===== src/hw/rtl/ga_og_pkg.sv =====
package ga_og_pkg;

  // Population geometry.
  localparam int POP_SIZE     = 64;
  localparam int GENOME_BYTES = 16;

  // Depth of the command queue between front and back.
  localparam int QUEUE_DEPTH = 2;

  // Derived sizes.
  localparam int SLOT_W      = $clog2(POP_SIZE);
  localparam int STORE_DEPTH = POP_SIZE * GENOME_BYTES;
  localparam int STORE_AW    = $clog2(STORE_DEPTH);
  localparam int GENE_BITS   = 4 * GENOME_BYTES;
  localparam int GIDX_W      = $clog2(GENE_BITS);
  localparam int BYTE_W      = (GENOME_BYTES > 1) ? $clog2(GENOME_BYTES) : 1;
  localparam int KEY_W       = 32;
  localparam int GENE_W      = 8;

  // Request codes on the input channel.
  typedef enum logic [1:0] {
    REQ_LOAD_GENE = 2'd0,
    REQ_LOAD_KEY  = 2'd1,
    REQ_BREED     = 2'd2,
    REQ_NONE      = 2'd3
  } req_e;

  // Command kinds carried through the queue.
  typedef enum logic [1:0] {
    CMD_LOAD_GENE,
    CMD_LOAD_KEY,
    CMD_BREED,
    CMD_REDRAW
  } cmd_e;

  // Back-end sequencer states.
  typedef enum logic [1:0] {
    ST_IDLE,
    ST_KEYS_A,
    ST_KEYS_B,
    ST_EMIT
  } state_e;

  // One classified command.
  typedef struct packed {
    cmd_e                kind;
    logic [STORE_AW-1:0] gaddr;
    logic [SLOT_W-1:0]   saddr;
    logic [KEY_W-1:0]    data;
    logic [SLOT_W-1:0]   a1;
    logic [SLOT_W-1:0]   a2;
    logic [SLOT_W-1:0]   b1;
    logic [SLOT_W-1:0]   b2;
    logic [GIDX_W-1:0]   cut;
    logic [GIDX_W-1:0]   m1;
    logic [GIDX_W-1:0]   m2;
  } cmd_t;

  // Exact floor(r * top / 255) for 8-bit r and top, using the reciprocal
  // 257 / 65536 with a one-count correction.
  function automatic logic [7:0] scale_draw(input logic [7:0] r, input logic [7:0] top);
    logic [15:0] prod;
    logic [16:0] inc;
    logic [24:0] sum;
    prod = 16'(r) * 16'(top);
    inc  = 17'(prod) + 17'd1;
    sum  = {inc, 8'b0} + 25'(inc);
    return sum[23:16];
  endfunction

endpackage


===== src/hw/rtl/ga_og_req_if.sv =====
interface ga_og_req_if;

  logic        valid;
  logic        ready;
  logic [1:0]  req_type;
  logic [5:0]  slot;
  logic [4:0]  byte_pos;
  logic [7:0]  gene_byte;
  logic [31:0] fitness_key;
  logic [7:0]  rand_a1;
  logic [7:0]  rand_a2;
  logic [7:0]  rand_b1;
  logic [7:0]  rand_b2;
  logic [7:0]  rand_cut;
  logic [7:0]  rand_mut_one;
  logic [7:0]  rand_mut_two;

  modport source (
    output valid, req_type, slot, byte_pos, gene_byte, fitness_key,
    output rand_a1, rand_a2, rand_b1, rand_b2, rand_cut, rand_mut_one, rand_mut_two,
    input  ready
  );

  modport sink (
    input  valid, req_type, slot, byte_pos, gene_byte, fitness_key,
    input  rand_a1, rand_a2, rand_b1, rand_b2, rand_cut, rand_mut_one, rand_mut_two,
    output ready
  );

endinterface


===== src/hw/rtl/ga_og_front.sv =====
module ga_og_front (
  ga_og_req_if.sink         req_i,
  input  logic              full_i,
  output logic              push_o,
  output ga_og_pkg::cmd_t   cmd_o
);

  import ga_og_pkg::*;

  logic slot_ok;
  logic pos_ok;
  logic accept;

  assign req_i.ready = !full_i;
  assign accept      = req_i.valid && !full_i;
  assign slot_ok     = 32'(req_i.slot) < POP_SIZE;
  assign pos_ok      = 32'(req_i.byte_pos) < GENOME_BYTES;

  // Scaled draws and store addresses are worked out here, once per transaction,
  // and the request is then classified; out-of-range loads and the unused code
  // are dropped.
  always_comb begin
    cmd_o.gaddr = STORE_AW'(32'(req_i.slot) * GENOME_BYTES + 32'(req_i.byte_pos));
    cmd_o.saddr = SLOT_W'(req_i.slot);
    if (req_e'(req_i.req_type) == REQ_LOAD_GENE) begin
      cmd_o.data = KEY_W'(req_i.gene_byte);
    end else begin
      cmd_o.data = req_i.fitness_key;
    end
    cmd_o.a1    = SLOT_W'(scale_draw(req_i.rand_a1, 8'(POP_SIZE - 1)));
    cmd_o.a2    = SLOT_W'(scale_draw(req_i.rand_a2, 8'(POP_SIZE - 1)));
    cmd_o.b1    = SLOT_W'(scale_draw(req_i.rand_b1, 8'(POP_SIZE - 1)));
    cmd_o.b2    = SLOT_W'(scale_draw(req_i.rand_b2, 8'(POP_SIZE - 1)));
    cmd_o.cut   = GIDX_W'(scale_draw(req_i.rand_cut, 8'(GENE_BITS - 1)));
    cmd_o.m1    = GIDX_W'(scale_draw(req_i.rand_mut_one, 8'(GENE_BITS - 1)));
    cmd_o.m2    = GIDX_W'(scale_draw(req_i.rand_mut_two, 8'(GENE_BITS - 1)));

    push_o     = 1'b0;
    cmd_o.kind = CMD_BREED;
    unique case (req_e'(req_i.req_type))
      REQ_LOAD_GENE: begin
        cmd_o.kind = CMD_LOAD_GENE;
        push_o     = accept && slot_ok && pos_ok;
      end
      REQ_LOAD_KEY: begin
        cmd_o.kind = CMD_LOAD_KEY;
        push_o     = accept && slot_ok;
      end
      REQ_BREED: begin
        if ((cmd_o.a1 == cmd_o.a2) || (cmd_o.b1 == cmd_o.b2)) begin
          cmd_o.kind = CMD_REDRAW;
        end else begin
          cmd_o.kind = CMD_BREED;
        end
        push_o = accept;
      end
      REQ_NONE: begin
        push_o = 1'b0;
      end
      default: begin
        push_o = 1'b0;
      end
    endcase
  end

endmodule


===== src/flat_wrapper.sv =====
// flat-port wrapper written by rule: the top's interface ports become plain ports
module ga_og_front_flat import ga_og_pkg::*;
  (full_i, push_o, cmd_o, req_i_valid, req_i_req_type, req_i_slot, req_i_byte_pos, req_i_gene_byte, req_i_fitness_key, req_i_rand_a1, req_i_rand_a2, req_i_rand_b1, req_i_rand_b2, req_i_rand_cut, req_i_rand_mut_one, req_i_rand_mut_two, req_i_ready);
  ga_og_req_if req_i_i ();
  input  logic full_i;
  output logic push_o;
  output ga_og_pkg::cmd_t cmd_o;
  input wire logic [$bits(req_i_i.valid)-1:0] req_i_valid;
  input wire logic [$bits(req_i_i.req_type)-1:0] req_i_req_type;
  input wire logic [$bits(req_i_i.slot)-1:0] req_i_slot;
  input wire logic [$bits(req_i_i.byte_pos)-1:0] req_i_byte_pos;
  input wire logic [$bits(req_i_i.gene_byte)-1:0] req_i_gene_byte;
  input wire logic [$bits(req_i_i.fitness_key)-1:0] req_i_fitness_key;
  input wire logic [$bits(req_i_i.rand_a1)-1:0] req_i_rand_a1;
  input wire logic [$bits(req_i_i.rand_a2)-1:0] req_i_rand_a2;
  input wire logic [$bits(req_i_i.rand_b1)-1:0] req_i_rand_b1;
  input wire logic [$bits(req_i_i.rand_b2)-1:0] req_i_rand_b2;
  input wire logic [$bits(req_i_i.rand_cut)-1:0] req_i_rand_cut;
  input wire logic [$bits(req_i_i.rand_mut_one)-1:0] req_i_rand_mut_one;
  input wire logic [$bits(req_i_i.rand_mut_two)-1:0] req_i_rand_mut_two;
  output wire logic [$bits(req_i_i.ready)-1:0] req_i_ready;
  assign req_i_i.valid = req_i_valid;
  assign req_i_i.req_type = req_i_req_type;
  assign req_i_i.slot = req_i_slot;
  assign req_i_i.byte_pos = req_i_byte_pos;
  assign req_i_i.gene_byte = req_i_gene_byte;
  assign req_i_i.fitness_key = req_i_fitness_key;
  assign req_i_i.rand_a1 = req_i_rand_a1;
  assign req_i_i.rand_a2 = req_i_rand_a2;
  assign req_i_i.rand_b1 = req_i_rand_b1;
  assign req_i_i.rand_b2 = req_i_rand_b2;
  assign req_i_i.rand_cut = req_i_rand_cut;
  assign req_i_i.rand_mut_one = req_i_rand_mut_one;
  assign req_i_i.rand_mut_two = req_i_rand_mut_two;
  assign req_i_ready = req_i_i.ready;
  ga_og_front u_core (.req_i(req_i_i), .full_i(full_i), .push_o(push_o), .cmd_o(cmd_o));
endmodule

===== config.mk =====
export PLATFORM = sky130hd
export DESIGN_NAME = ga_og_front_flat
export DESIGN_NICKNAME = d
export VERILOG_FILES = /design/src/hw/rtl/ga_og_pkg.sv /design/src/hw/rtl/ga_og_req_if.sv /design/src/hw/rtl/ga_og_front.sv /design/src/flat_wrapper.sv
export SDC_FILE = /design/constraint.sdc
export NUM_CORES = 1
export LEC_CHECK = 0
export BUFFER_PORTS_ARGS = -buffer_cell sky130_fd_sc_hd__clkbuf_2
export CAP_MARGIN = 20
export CELL_PAD_IN_SITES_DETAIL_PLACEMENT = 0
export CELL_PAD_IN_SITES_GLOBAL_PLACEMENT = 2
export CORE_MARGIN = 10
export CORE_UTILIZATION = 32
export DETAILED_ROUTE_END_ITERATION = 16
export PLACE_DENSITY = 0.86
export SYNTH_ARGS = -nofsm -noshare
export SYNTH_HDL_FRONTEND = slang
export SYNTH_SLANG_ARGS = --single-unit

===== constraint.sdc =====
create_clock -name vclk -period 7.5
set_input_delay 1.125 -clock vclk [all_inputs]
set_output_delay 1.125 -clock vclk [all_outputs]
set_load 0.01 [all_outputs]

==> impl_metrics.py <==
metrics = {
    "floorplanning": {
        "ios": 205,
        "dieArea_mm2": 0.0413,
        "rows": 67,
        "start_util": 0.322,
        "fp.dieW_um": 203,
        "fp.dieH_um": 203,
        "core_mm2": 0.0334,
    },
    "drt": {
        "vias_per_cell": 4.61,
        "drt_iter0_markers": 356,
        "routed_wl_mm": 30.8,
        "vias": 10300,
        "drc": 0,
        "ant_nets": 0,
        "wire_per_inst_um": 13.8,
        "drtPass1Iterations": 4,
    },
    "place": {
        "placedCellCount": 2189,
        "dpl.hpwl_mm": 27.2,
        "globalplace.congestion": 0.846,
        "post_dp_cell_area_mm2": 0.0145,
        "post-place-ws_ps": -652,
        "numPortBuffers": 197,
    },
    "power_and_ir_drop": {
        "power.density_mw_per_mm2": 483,
        "p_leak_nw": 8.42,
        "peakVddDrop_mv": 0.425,
    },
    "timing": {
        "final.period_utilization": 1.04,
        "tightestPinTransition_ps": 577,
        "setup-tns-final_ps": -277,
        "slew_headroom": 0.614,
        "period_needed_ps": 7780,
        "setup_viol": 1,
        "rsz0062_at_grt": "yes",
        "fmax_mhz": 129,
        "hold_viol_final": 0,
        "worst_slack_ps": -277,
        "maxSlewViolCount": 0,
    },
    "synthesis": {
        "syn_area_mm2": 0.0107,
        "yosys_warnings": 0,
        "synth-seq-area-share": 0,
        "syn_area_per_cell_um2": 8.53,
        "synth_area_leaders": "ha_1, fa_1, inv_1, xnor2_1, a21oi_1",
        "synth_nets": 1718,
        "yosysMostFrequentCell": "inv_1",
        "yosys.area.top_type": "ha_1",
        "ys_top_cells_by_count": "inv_1, ha_1, fa_1, xnor2_1, a21oi_1",
        "synth_cells": 1260,
        "ys_types": 87,
        "synth_top_area_frac": 0.249,
    },
    "cells_and_area": {
        "clockBufferCount": 0,
        "seqCellArea_um2": 0,
        "fin_cells": 2231,
        "final_cell_area_mm2": 0.0160,
        "syn2layout_area_growth_pct": 48.7,
        "num_antenna_cells": 0,
        "design.seq.count": 0,
        "final_nets": 2243,
        "drive_gt1_frac": 0.419,
        "post-route-util": 0.479,
    },
    "setup_path": {
        "critPathRequiredTime_ps": 6380,
        "crit_family": "compound AO/OA/AOI/OAI gates",
        "timing.critical_path.cells": "clkbuf_2 -> fa_1 -> inv_2 -> fa_1 -> fa_1 -> inv_2 -> ha_4 -> a21o_1 -> a221o_1 -> a21o_1 -> a21oi_2 -> xnor2_2 -> ha_1 -> nand2_2 -> nor3_2 -> mux2_4 -> o41a_1 -> a31oi_4 -> o21a_1 -> nor2_2 -> a22o_1 -> a221oi_2 -> o22ai_2 -> buf_2",
        "slowest_stage": "fa_1",
        "critPathCaptureType": "output pin",
        "cp_num_buf_inv": 4,
        "arrival_ps": 6650,
        "path_max_fanout": 5,
        "slowest_delay_ps": 540,
        "path_common_cell": "fa_1",
        "critPathLaunchType": "input port",
        "crit_type": "input port to output pin",
    },
    "run_status": {
        "failed_checks": "setup timing",
        "status": "finished, violations left",
    },
    "hold_path": {
        "worstHoldPathCells": 0,
        "min_from": "req_i_byte_pos[2]",
        "worstHoldPathType": "input port to output pin",
        "hold_path_end": "cmd_o[82]",
    },
    "job": {
        "cap_viol_max_count": 0,
    },
    "grt": {
        "grt_start_max_net_pins": 34,
        "overflow": 0,
        "antenna_found_initial": 0,
        "grt_pass1_vias": 10800,
        "grt_pass1_wl_mm": 50.4,
        "grt.total_usage": 0.140,
    },
    "clock_tree": {
        "hold_buffers": 0,
    },
}
-- per-stage QoR --
step,power [mW],hold slack (ps)
after global routing,8.51,2250
after global placement,6.50,2250
after detailed placement,6.59,2250
final,7.72,2250
after floorplan,3.88,2300
after CTS,7.08,2250
-- power by group --
| part | switching (mW) | total [mW] | internal (mW) |
|---|---|---|---|
| logic | 3.81 | 7.72 | 3.90 |
| registers | 0 | 0 | 0 |
| clock network | 0 | 0 | 0 |
| total | 3.81 | 7.72 | 3.90 |
-- layer usage --
metal  track usage  up-vias  wire length (um)
met5             0        -                 0
met4        0.0107        0               350
met3       0.00603       16               533
met2         0.265       93             16300
met1         0.178     4923             13600
li1              -     5253                 -
-- how the worst max path moves through the flow --
stage / cells past startpoint / from / slack [ps] / to
finish: 24 / req_i_rand_b1[6] / -280 / cmd_o[90]
global placement: 25 / req_i_rand_b2[2] / -550 / cmd_o[90]
floorplan: 23 / req_i_rand_b1[1] / -50 / cmd_o[90]
global route: 26 / req_i_rand_a1[4] / -530 / cmd_o[90]
CTS: 25 / req_i_rand_a1[5] / -330 / cmd_o[90]
detailed placement: 28 / req_i_rand_a1[4] / -650 / cmd_o[90]
-- what timing repair did --
item / in CTS / in global routing
gates resized for setup: 77 / 186
buffers inserted: 21 / 21
endpoints found under the setup margin: 23 / 35
pin swaps: 89 / 129
-- cells in the final DEF, fill, tap and decap left out, types with 6 or more instances in the layout --
| cell | instances |
|---|---|
| a21oi_1 | 48 |
| buf_2 | 14 |
| mux2i_1 | 8 |
| nand2_2 | 6 |
| and3_1 | 7 |
| fa_2 | 9 |
| o21ai_1 | 10 |
| nand2b_1 | 15 |
| xnor2_1 | 61 |
| nor3_2 | 9 |
| xnor2_2 | 13 |
| nor2b_1 | 33 |
| nand2_1 | 37 |
| ha_4 | 21 |
| a21o_1 | 21 |
| ha_1 | 193 |
| buf_6 | 20 |
| inv_2 | 16 |
| buf_4 | 337 |
| xor2_1 | 28 |
| nor2_1 | 40 |
| o21bai_1 | 8 |
| nor3b_1 | 6 |
| o21ai_2 | 8 |
| clkbuf_2 | 171 |
| nor3_1 | 17 |
| fa_1 | 124 |
| inv_1 | 249 |
| nand3_1 | 18 |
| a21boi_2 | 9 |
| o21ai_0 | 25 |
| or2_2 | 6 |
| mux2_2 | 10 |
| a21oi_2 | 18 |
-- cells by family (layout without fill, tap and decap cells) --
kind of cell	count (synthesis)	count (layout)	share of synthesized area
AO/OA/AOI/OAI	237	237	0.153
buffers and inverters	289	812	0.106
adder cells (fa/ha/maj)	348	348	0.498
AND/OR/NAND/NOR	255	255	0.128
multiplexers	21	21	0.0211
XOR/XNOR	110	110	0.0943
-- cell type report --
class | instances | area, um2
fillers | 3255 | 17400
inverters | 265 | 995
multi-input cells | 971 | 10700
well taps | 448 | 561
repair buffers | 547 | 3760
Power figures use the tool's default switching activity.
