File: src/hw/rtl/ga_og_pkg.sv
package ga_og_pkg;

  // Population geometry.
  localparam int POP_SIZE     = 64;
  localparam int GENOME_BYTES = 16;

  // Depth of the command queue between front and back.
  localparam int QUEUE_DEPTH = 2;

  // Derived sizes.
  localparam int SLOT_W      = $clog2(POP_SIZE);
  localparam int STORE_DEPTH = POP_SIZE * GENOME_BYTES;
  localparam int STORE_AW    = $clog2(STORE_DEPTH);
  localparam int GENE_BITS   = 4 * GENOME_BYTES;
  localparam int GIDX_W      = $clog2(GENE_BITS);
  localparam int BYTE_W      = (GENOME_BYTES > 1) ? $clog2(GENOME_BYTES) : 1;
  localparam int KEY_W       = 32;
  localparam int GENE_W      = 8;

  // Request codes on the input channel.
  typedef enum logic [1:0] {
    REQ_LOAD_GENE = 2'd0,
    REQ_LOAD_KEY  = 2'd1,
    REQ_BREED     = 2'd2,
    REQ_NONE      = 2'd3
  } req_e;

  // Command kinds carried through the queue.
  typedef enum logic [1:0] {
    CMD_LOAD_GENE,
    CMD_LOAD_KEY,
    CMD_BREED,
    CMD_REDRAW
  } cmd_e;

  // Back-end sequencer states.
  typedef enum logic [1:0] {
    ST_IDLE,
    ST_KEYS_A,
    ST_KEYS_B,
    ST_EMIT
  } state_e;

  // One classified command.
  typedef struct packed {
    cmd_e                kind;
    logic [STORE_AW-1:0] gaddr;
    logic [SLOT_W-1:0]   saddr;
    logic [KEY_W-1:0]    data;
    logic [SLOT_W-1:0]   a1;
    logic [SLOT_W-1:0]   a2;
    logic [SLOT_W-1:0]   b1;
    logic [SLOT_W-1:0]   b2;
    logic [GIDX_W-1:0]   cut;
    logic [GIDX_W-1:0]   m1;
    logic [GIDX_W-1:0]   m2;
  } cmd_t;

  // Exact floor(r * top / 255) for 8-bit r and top, using the reciprocal
  // 257 / 65536 with a one-count correction.
  function automatic logic [7:0] scale_draw(input logic [7:0] r, input logic [7:0] top);
    logic [15:0] prod;
    logic [16:0] inc;
    logic [24:0] sum;
    prod = 16'(r) * 16'(top);
    inc  = 17'(prod) + 17'd1;
    sum  = {inc, 8'b0} + 25'(inc);
    return sum[23:16];
  endfunction

endpackage

File: src/hw/rtl/ga_og_queue.sv
module ga_og_queue (
  input  logic            clk_i,
  input  logic            rst_ni,
  input  logic            push_i,
  input  ga_og_pkg::cmd_t data_i,
  input  logic            pop_i,
  output ga_og_pkg::cmd_t data_o,
  output logic            full_o,
  output logic            empty_o
);

  import ga_og_pkg::*;

  localparam int PTR_W = (QUEUE_DEPTH > 1) ? $clog2(QUEUE_DEPTH) : 1;
  localparam int CNT_W = $clog2(QUEUE_DEPTH + 1);

  cmd_t             mem_q [QUEUE_DEPTH];
  logic [PTR_W-1:0] wr_ptr_q, wr_ptr_d;
  logic [PTR_W-1:0] rd_ptr_q, rd_ptr_d;
  logic [CNT_W-1:0] count_q, count_d;

  assign full_o  = count_q == CNT_W'(QUEUE_DEPTH);
  assign empty_o = count_q == '0;
  assign data_o  = mem_q[rd_ptr_q];

  // Pointer and fill count update.
  always_comb begin
    wr_ptr_d = wr_ptr_q;
    rd_ptr_d = rd_ptr_q;
    count_d  = count_q;
    if (push_i) begin
      wr_ptr_d = (wr_ptr_q == PTR_W'(QUEUE_DEPTH - 1)) ? '0 : wr_ptr_q + 1'b1;
    end
    if (pop_i) begin
      rd_ptr_d = (rd_ptr_q == PTR_W'(QUEUE_DEPTH - 1)) ? '0 : rd_ptr_q + 1'b1;
    end
    if (push_i && !pop_i) begin
      count_d = count_q + 1'b1;
    end else if (!push_i && pop_i) begin
      count_d = count_q - 1'b1;
    end
  end

  always_ff @(posedge clk_i or negedge rst_ni) begin
    if (!rst_ni) begin
      wr_ptr_q <= '0;
      rd_ptr_q <= '0;
      count_q  <= '0;
    end else begin
      wr_ptr_q <= wr_ptr_d;
      rd_ptr_q <= rd_ptr_d;
      count_q  <= count_d;
    end
  end

  // Entry storage.
  always_ff @(posedge clk_i) begin
    if (push_i) begin
      mem_q[wr_ptr_q] <= data_i;
    end
  end

`ifndef SYNTH
  a_no_push_full: assert property (@(posedge clk_i) disable iff (!rst_ni)
    push_i && !pop_i |-> !full_o)
    else $error("queue pushed while full");
  a_no_pop_empty: assert property (@(posedge clk_i) disable iff (!rst_ni)
    pop_i |-> !empty_o)
    else $error("queue popped while empty");
`endif

endmodule

File: config.mk
export PLATFORM = sky130hd
export DESIGN_NAME = ga_og_queue
export DESIGN_NICKNAME = d
export VERILOG_FILES = /design/src/hw/rtl/ga_og_pkg.sv /design/src/hw/rtl/ga_og_queue.sv
export SDC_FILE = /design/constraint.sdc
export NUM_CORES = 1
export LEC_CHECK = 0
export ABC_AREA = 1
export BUFFER_PORTS_ARGS = -buffer_cell sky130_fd_sc_hd__buf_2
export CORE_UTILIZATION = 42
export DETAILED_ROUTE_END_ITERATION = 10
export GPL_ROUTABILITY_DRIVEN = 0
export PLACE_DENSITY_LB_ADDON = 0.2
export SYNTH_ARGS = -nofsm -noshare
export SYNTH_HDL_FRONTEND = slang
export SYNTH_SLANG_ARGS = --single-unit
File: constraint.sdc
create_clock -name clk_i -period 5.1 [get_ports clk_i]
set_input_delay 1.02 -clock clk_i [delete_from_list [all_inputs] [get_ports clk_i]]
set_output_delay 1.02 -clock clk_i [all_outputs]
set_load 0.005 [all_outputs]
==> metrics.txt, run 1 <==
Synth Net Count=408; unrepaired setup endpoints after global routing=no; Total GRT Usage=14.7%; dominant cell type by area after synthesis=edfxtp_1; pwr dens=553 mW/mm^2; crit-path cells=buf_12, mux2_2, buf_2; Setup Buffers After CTS=0; initial antenna violation count=1; total power=4960 uW; Distinct cells, synth=15; Nets=around 610; Final HPWL DP=around 8000 um; # IOs=between 150 and 200; slowest CP cell=dfrtp_4; status=complete, no violations; Starting Density=43.0%; Rel. slew slack=22.8%; Final Cell Area=0.00897 mm^2; initial DRC count=182; die area=0.0175 mm^2; vias in the first global route=approximately 3600; Port Buffer Count=189; Post-CTS Resized=0; Final period util=67.1%; layout cell share with drive strength beyond 1=60.4%; Max Clock Freq=a little under 300 MHz; Core Area=around 0.017 mm^2; Post-synth EDFFs=roughly 180; Die Wd=132 um; Detail Route Antenna Nets=0; Seq/Total Area, Yosys=78.9%; LEAKAGE=between 0.003 and 0.004 uW; largest net degree at the start of global routing=between 60 and 70; crit-path max FO=48; worst hold path type=input pin to async pin; post-DR vias/cell=4.65; Worst setup SP type=flop; Tmin final=~3400 ps; Peak VDD IR=0.224 mV; grt total ovfl=0; final setup fails=0; Syn Area/Cell=~23 um^2; post-synth top area share=77.5%; top-count cell post-synth=edfxtp_1; Cell Area, Synth=0.00713 mm^2; Hold Buf Count CTS=0; Area contributors post-synth=edfxtp_1, mux2_4, mux2_2, dfrtp_1, buf_6; CTS tree=done; CTS buffer count=17; drt wl/cell=16.8 um; kind of critical path=flop to primary output; max cap viols=0; worst-skew pair later-pin latency=420 ps; clk root buf=clkbuf_16; DRT Wirelength=approximately 13000 um; Synthesis Warnings=0; Post-Synthesis Cells=311; row count=47; 1st-pass router iterations=4; Critical Path AT=2400 ps; number of remaining DRC errors=0; Slew Limit Fails=0; Reg clk slew, reported paths=about 70 ps; main flop type after synthesis=edfxtp_1; synth cell count leaders=edfxtp_1, mux2_4, mux2_2; Slowest Stage Delay on Critical Path=970 ps; detailed-route via count=3474; CTS Sinks=188; first-pass GRT wire length=~19000 um; Worst Skew=5.50 ps; measured slew at the worst slew-check pin=1160 ps; Hold Vio Cnt, Final=0; H-tree Lvls=4; die height=132 um; placed cell area=0.00831 mm^2; CP endpoint kind=primary output; Setup Total Neg Slack=0 ps; area added between synthesis and finish=25.9%; Crit path required time=4080 ps; fraction of registers with async set/reset=2.13%; count of state elements after synthesis=188; deepest clock path buffer count=2
-- placed cells by master (no fill, tap or decap) --
cell and n:
diode_2 2, inv_6 3, inv_4 1, edfxtp_1 184
mux2_2 22, nand2_1 5, buf_12 2, dfrtp_1 3
nand4_1 1, xor2_1 2, nand3_1 1, buf_2 189
xnor2_1 1, ha_1 1, clkinvlp_4 3, clkbuf_1 2
bufinv_16 5, dfrtp_4 1, mux2_4 70, clkbuf_8 1
buf_4 1, inv_1 6, clkbuf_16 17, nor2_4 1
clkinv_4 1, nor2_1 2
-- path summary, 6_finish.rpt --
kind	from	end	slack, ps	cells after the start
worst max register to register	wr_ptr_q$_DFFE_PN0P_	mem_q[0][21]$_DFFE_PP_	3000	2
worst min register to register	count_q[1]$_DFFE_PN0P_	count_q[1]$_DFFE_PN0P_	520	2
min in group clk_i	count_q[1]$_DFFE_PN0P_	count_q[1]$_DFFE_PN0P_	520	2
worst max-delay path	rd_ptr_q$_DFFE_PN0P_	data_o[67]	1680	3
max in group asynchronous	rst_ni	rd_ptr_q$_DFFE_PN0P_	4570	1
worst min-delay path	rst_ni	count_q[1]$_DFFE_PN0P_	390	1
-- kinds of logic after synthesis --
group         after synthesis  synth area share (%)
flops                     188                  78.9
mux                        92                  18.2
buf+inv                    17                  1.72
simple gates               10                 0.579
xor+xnor                    3                 0.369
fa+ha+maj                   1                 0.176
-- power by group --
part	switching [uW]	internal (uW)	total (uW)
clock network	554	889	1440
logic	543	745	1290
registers	175	2050	2230
total	1270	3690	4960
-- through the flow --
stage	worst slack (ps)	instances	util, %	hold WS (ps)
2_1_floorplan	1240	311	-	463
3_3_place_gp	2140	713	50.1	477
3_5_place_dp	2120	713	50.1	498
4_1_cts	1660	745	54.1	373
5_1_grt	1580	746	54.1	365
6_report	1680	747	54.1	391
-- layer usage --
metal	track usage (%)	routed length [um]
met5	0	0
met4	6.45	248
met3	5.77	769
met2	25.2	6510
met1	16.3	5020
-- critical path, delay by kind of cell, from the launching register on --
kind	cells	cell delay, ps
mux	1	380
flops	1	970
buf+inv	2	510
-- sequential cells by signal, indices dropped and copies added (netlist names) --
register  flops
count_q       2
mem_q       184
rd_ptr_q      1
wr_ptr_q      1
-- area by class of cell --
type,instances,area [um^2]
flip-flops and latches,188,5630
well taps,220,275
clock buffers,20,447
fillers,1365,7610
clock inverters,12,208
repair buffers,192,993
multi-input cells,106,1390
diodes,2,5.00
inverters,7,28.8
Power figures use the tool's default switching activity.
==> run 2, diff against run 1 <==
==> constraint.sdc (replaced) <==
create_clock -name clk_i -period 2.8 [get_ports clk_i]
set_input_delay 0.56 -clock clk_i [delete_from_list [all_inputs] [get_ports clk_i]]
set_output_delay 0.56 -clock clk_i [all_outputs]
set_load 0.005 [all_outputs]
==> run 2 against run 1 <==
Via count shrank 0.12%. Critical endpoint is now data_o[22]. Highest routed layer is now met5. Sequential cell count is the same. Sequential share of layout area grew 0.62 points. Core utilization shrank 0.53 points. Setup slack lost 1300 ps. Register-to-register slack lost 1900 ps. Die area is the same. Power grew 72%. Combinational power grew 98%. Cell area shrank 0.98%. Hold slack lost 65 ps.
==> metrics.txt, run 2 (same netlist as run 1, synthesis figures left out) <==
Final period util=between 80% and 90%; measured slew at the worst slew-check pin=608 ps (was 1160 ps); Crit path required time=2240 ps (was 4080 ps); Die Wd=132 um (unchanged); LEAKAGE=0.00355 uW (was 0.00359 uW); ANT cells=0 (was 2); Detail Route Antenna Nets=0 (unchanged); grt total ovfl=0 (unchanged); Nets=616 (was 609); H-tree Lvls=4 (unchanged); register with the most flip-flops=mem_q (unchanged); Rel. slew slack=59.4% (was 22.8%); area added between synthesis and finish=24.7% (was 25.9%); Peak VDD IR=0.567 mV (was 0.224 mV); layout cell share with drive strength beyond 1=59.6% (was 60.4%); die area=0.0175 mm^2 (unchanged); CP endpoint kind=primary output (unchanged); first-pass GRT wire length=18500 um (was 19000 um); pwr dens=961 mW/mm^2 (was 553 mW/mm^2); kind of critical path=flop to primary output (unchanged); die height=132 um (unchanged); hold_sp=data_i[78]; Layout Cells excl Fill=750 (was 747); Max Clock Freq=around 420 MHz; most common cell after layout, fill and taps aside=buf_2 (unchanged); worst r2r dst=mem_q[1][57]$_DFFE_PP_ (was mem_q[0][21]$_DFFE_PP_); Setup Buffers After CTS=0 (unchanged); # IOs=190 (unchanged); Core Area=0.0166 mm^2 (unchanged); Hold Crit Depth=1; Hold Buf Count CTS=1 (was 0); deepest clock path buffer count=2 (unchanged); Total GRT Usage=14.2% (was 14.7%); Filler cells=1394 (was 1365); Worst Skew=5.17 ps (was 5.50 ps); placed cell area=0.00836 mm^2 (was 0.00831 mm^2); biggest registers after layout=mem_q: 184 flops, count_q: 2 flops (unchanged); Slowest Stage Delay on Critical Path=480 ps (was 970 ps); slowest CP cell=buf_4 (was dfrtp_4); Final Cell Area=0.00888 mm^2 (was 0.00897 mm^2); status=complete, no violations (unchanged); CTS tree=done (unchanged); largest net degree at the start of global routing=64 (was 61); initial DRC count=124 (was 182); 1st-pass router iterations=4 (unchanged); worst-skew pair later-pin latency=420 ps (about the same); Tmin final=2380 ps; Post-Route Utilization=53.6% (was 54.1%); unrepaired setup endpoints after global routing=no (unchanged); Reg clk slew, reported paths=60 ps (was 70 ps); Port Buffer Count=189 (unchanged); crit path launch=rd_ptr_q$_DFFE_PN0P_ (unchanged); Hold Vio Cnt, Final=0 (unchanged); crit-path cells=buf_4, mux2_4, buf_2 (was buf_12, mux2_2, buf_2); Final HPWL DP=7840 um (was 8030 um); row count=47 (unchanged); number of remaining DRC errors=0 (unchanged); clk root buf=clkbuf_16 (unchanged); commonest cells after routing, fill and taps aside=buf_2, edfxtp_1, mux2_4 (unchanged); detailed-route via count=3470 (was 3474); initial antenna violation count=1 (unchanged); Starting Density=43.0% (unchanged); final setup fails=0 (unchanged); R2R Setup Slk=1080 ps (was 3000 ps); Reg2Reg Launch Point=wr_ptr_q$_DFFE_PN0P_ (unchanged); placed cell count=719 (was 713); Largest register FFs=184 (unchanged); CTS Sinks=188 (unchanged); worst hold path type=input pin to flop (was input pin to async pin); DRT Wirelength=11900 um (was 12600 um); drt wl/cell=15.8 um (was 16.8 um); worst hold slack=326 ps (was 391 ps); CTS buffer count=17 (unchanged); post-DR vias/cell=4.63 (was 4.65); Setup Total Neg Slack=0 ps (unchanged); Worst setup SP type=flop (unchanged); crit-path max FO=30 (was 48); hold path endpoint=mem_q[1][78]$_DFFE_PP_; Slew Limit Fails=0 (unchanged); max cap viols=0 (unchanged); reg2reg path depth=3 (was 2); Post-CTS Resized=0 (unchanged); vias in the first global route=3685 (was 3596); Critical Path AT=1820 ps (was 2400 ps)
==> run 2: critical path, delay by kind of cell, from the launching register on <==
family | cells | cell delay, ps
buf+inv | 2 | 610
flops | 1 | 430
mux | 1 | 360
==> run 2: how the worst max path moves through the flow <==
stage                             endpoint  slack [ps]  cells past startpoint
finish                          data_o[22]         420                      3
global route                    data_o[22]         340                      3
CTS                             data_o[22]         370                      3
detailed placement  mem_q[1][85]$_DFFE_PP_         760                      4
global placement    mem_q[1][65]$_DFFE_PP_         780                      4
floorplan            mem_q[1][0]$_DFFE_PP_         420                      2
==> run 2: area by class of cell <==
type | instances | area [um^2] | share of cell area, %
well taps | 220 | 275 | 3.10
multi-input cells | 106 | 1390 | 15.6
clock buffers | 21 | 440 | 4.96
inverters | 7 | 30.0 | 0.338
flip-flops and latches | 188 | 5630 | 63.4
repair buffers | 199 | 1050 | 11.8
clock inverters | 9 | 75.1 | 0.845
==> run 2: layer usage <==
layer / global-route usage [%] / share of wire (%) / vias to the layer above
li1: - / - / 1635
met1: 16.2 / 41 / 1683
met2: 23.4 / 48 / 137
met3: 6.15 / 9.0 / 13
met4: 6.26 / 1.3 / 2
met5: 0 / 0.13 / -
==> run 2: power by group <==
part / switching [uW] / total (uW) / leakage, uW / internal (uW)
Clock: 914 / 2120 / 0.000245 / 1200
Combinational: 1160 / 2550 / 0.00153 / 1380
Sequential: 137 / 3870 / 0.00177 / 3740
Total: 2210 / 8540 / 0.00355 / 6320
==> run 2: through the flow <==
stage / power [uW] / setup slack, ps
floorplan: 5640 / 415
global placement: 6500 / 782
detailed placement: 6550 / 755
CTS: 8680 / 374
global route: 8950 / 345
finish: 8540 / 419
==> run 3, diff against run 2 <==
--- a/config.mk
+++ b/config.mk
@@ -6,9 +6,9 @@
 export NUM_CORES = 1
 export LEC_CHECK = 0
 export ABC_AREA = 1
-export BUFFER_PORTS_ARGS = -buffer_cell sky130_fd_sc_hd__buf_2
 export CORE_UTILIZATION = 42
 export DETAILED_ROUTE_END_ITERATION = 10
+export DONT_BUFFER_PORTS = 1
 export GPL_ROUTABILITY_DRIVEN = 0
 export PLACE_DENSITY_LB_ADDON = 0.2
 export SYNTH_ARGS = -nofsm -noshare
==> constraint.sdc (replaced) <==
create_clock -name clk_i -period 2.9 [get_ports clk_i]
set_input_delay 0.58 -clock clk_i [delete_from_list [all_inputs] [get_ports clk_i]]
set_output_delay 0.58 -clock clk_i [all_outputs]
set_load 0.005 [all_outputs]
==> run 3 against run 2 <==
Global-route usage decreased by 0.73 points. Sequential share of layout area increased by 6.8 points. Clock power increased by 6%. First-iteration DRC count increased by 27%. Setup slack got worse by 41 ps. Sequential power about the same. Clock-buffer cell count decreased by 4. Clock skew increased by 3.0 ps. Cell count decreased by 25%. Register-to-register slack improved by 170 ps. Via count decreased by 20%. Critical path type unchanged. Critical endpoint is now data_o[75]. Highest routed layer is now met4.
==> metrics.txt, run 3 (same netlist as run 1, synthesis figures left out) <==
final setup fails=0 (unchanged); Filler cells=1384 (was 1394); area added between synthesis and finish=12.6% (was 24.7%); initial antenna violation count=0 (was 1); most common cell after layout, fill and taps aside=edfxtp_1 (was buf_2); Core Area=0.0166 mm^2 (unchanged); Worst setup SP type=flop (unchanged); CTS tree=done (unchanged); Slew Limit Fails=0 (unchanged); placed cell count=529 (was 719); initial DRC count=157 (was 124); die area=0.0175 mm^2 (unchanged); slowest CP cell=dfrtp_4 (was buf_4); number of remaining DRC errors=0 (unchanged); total power=7960 uW (was 8540 uW); Total GRT Usage=13.5% (was 14.2%); crit-path cells=buf_4, mux2_4 (was buf_4, mux2_4, buf_2); Reg clk slew, reported paths=70 ps (was 60 ps); Tmin final=between 2000 and 3000 ps; crit-path max FO=32 (was 30); register with the most flip-flops=mem_q (unchanged); Max Clock Freq=396 MHz; max cap viols=0 (unchanged); first-pass GRT wire length=17100 um (was 18500 um); pwr dens=993 mW/mm^2 (was 961 mW/mm^2); 1st-pass router iterations=4 (unchanged); Hold Vio Cnt, Final=0 (unchanged); Slowest Stage Delay on Critical Path=810 ps (was 480 ps); worst-skew pair later-pin latency=420 ps (about the same); Final HPWL DP=7510 um (was 7840 um); Setup Total Neg Slack=0 ps (unchanged); deepest clock path buffer count=2 (unchanged); detailed-route via count=2776 (was 3470); largest net degree at the start of global routing=69 (was 64); post-place setup slack=786 ps (was 755 ps); ANT cells=0 (unchanged); biggest registers after layout=mem_q: 184 flops, count_q: 2 flops (unchanged); die height=132 um (unchanged); status=complete, no violations (unchanged); drt wl/cell=20.3 um (was 15.8 um); Setup Buffers After CTS=0 (unchanged); row count=47 (unchanged); Reg power frac=48.4% (was 45.4%); Detail Route Antenna Nets=0 (unchanged); H-tree Lvls=4 (unchanged); Port Buffer Count=0 (was 189); Worst Skew=8.19 ps (was 5.17 ps); # IOs=190 (unchanged); post-route worst setup slack=378 ps (was 419 ps); DRT Wirelength=11400 um (was 11900 um); CP endpoint kind=primary output (unchanged); CTS buffer count=17 (unchanged); Post-CTS Resized=0 (unchanged); clk root buf=clkbuf_16 (unchanged); Switch Pwr=2160 uW (was 2210 uW); Crit path required time=2320 ps (was 2240 ps); Sw Share=27.1% (was 25.9%); Nets=426 (was 616); Clock Power Share=28.2% (was 24.8%); Hold Buf Count CTS=1 (unchanged); CTS Sinks=188 (unchanged); Starting Density=43.0% (unchanged); Peak VDD IR=0.419 mV (was 0.567 mV); Int Power=5800 uW (was 6320 uW); kind of critical path=flop to primary output (unchanged); measured slew at the worst slew-check pin=600 ps (was 608 ps); vias in the first global route=3002 (was 3685); Final period util=87.0%; Largest register FFs=184 (unchanged); Layout Cells excl Fill=562 (was 750); grt total ovfl=0 (unchanged); Critical Path AT=1940 ps (was 1820 ps); commonest cells after routing, fill and taps aside=edfxtp_1, mux2_4, mux2_2 (was buf_2, edfxtp_1, mux2_4); Comb pwr share=23.4% (was 29.8%); Rel. slew slack=60.0% (was 59.4%); layout cell share with drive strength beyond 1=39.5% (was 59.6%); post-DR vias/cell=4.94 (was 4.63); Die Wd=132 um (unchanged); LEAKAGE=0.00285 uW (was 0.00355 uW); worst hold path type=input pin to flop (unchanged); unrepaired setup endpoints after global routing=no (unchanged); worst hold slack=231 ps (was 326 ps)
[run 3: worst paths after layout]
path / slack (ps) / cells past startpoint / from / end
max: 380 / 2 / rd_ptr_q$_DFFE_PN0P_ / data_o[75]
min: 230 / 1 / pop_i / rd_ptr_q$_DFFE_PN0P_
max reg2reg: 1250 / 3 / wr_ptr_q$_DFFE_PN0P_ / mem_q[1][75]$_DFFE_PP_
min reg2reg: 520 / 2 / count_q[1]$_DFFE_PN0P_ / count_q[1]$_DFFE_PN0P_
max in group asynchronous: 2260 / 1 / rst_ni / rd_ptr_q$_DFFE_PN0P_
min in group asynchronous: 430 / 1 / rst_ni / wr_ptr_q$_DFFE_PN0P_
[run 3: cell type report]
cell class | instances | area (um^2) | share of cell area [%]
sequential | 188 | 5630 | 70.2
multi-input combinational | 106 | 1390 | 17.3
clock buffer | 17 | 425 | 5.30
tap | 220 | 275 | 3.43
clock inverter | 15 | 156 | 1.95
timing repair buffer | 9 | 120 | 1.50
inverter | 7 | 28.8 | 0.359
[run 3: metal layers]
layer	part of all wire [%]	wire, um	track usage (%)
met1	37	4180	14.5
met2	48	5450	20.7
met3	14	1640	9.00
met4	1.4	165	6.13
met5	0	0	0
[run 3: through the flow]
| step | utilization [%] | cell area (um^2) |
|---|---|---|
| 5_1_grt | 48.4 | 8020 |
| 3_3_place_gp | 44.8 | 7430 |
| 3_5_place_dp | 44.8 | 7430 |
| 4_1_cts | 48.4 | 8020 |
| 6_report | 48.4 | 8020 |
| 2_1_floorplan | - | 7130 |
[run 3: worst max-delay path: cells and delay by family, from the launching register on]
| kind | cells | cell delay [ps] |
|---|---|---|
| DFF | 1 | 810 |
| buffers and inverters | 1 | 360 |
| muxes | 1 | 330 |
[run 3: power groups by stage]
stage | combinational [uW] | sequential, uW | clock (uW)
after floorplan | 1660 | 3790 | 0
after global placement | 1890 | 3910 | 0
after detailed placement | 1910 | 3930 | 0
after CTS | 1920 | 3870 | 2320
after global routing | 2000 | 3910 | 2420
final | 1860 | 3850 | 2250
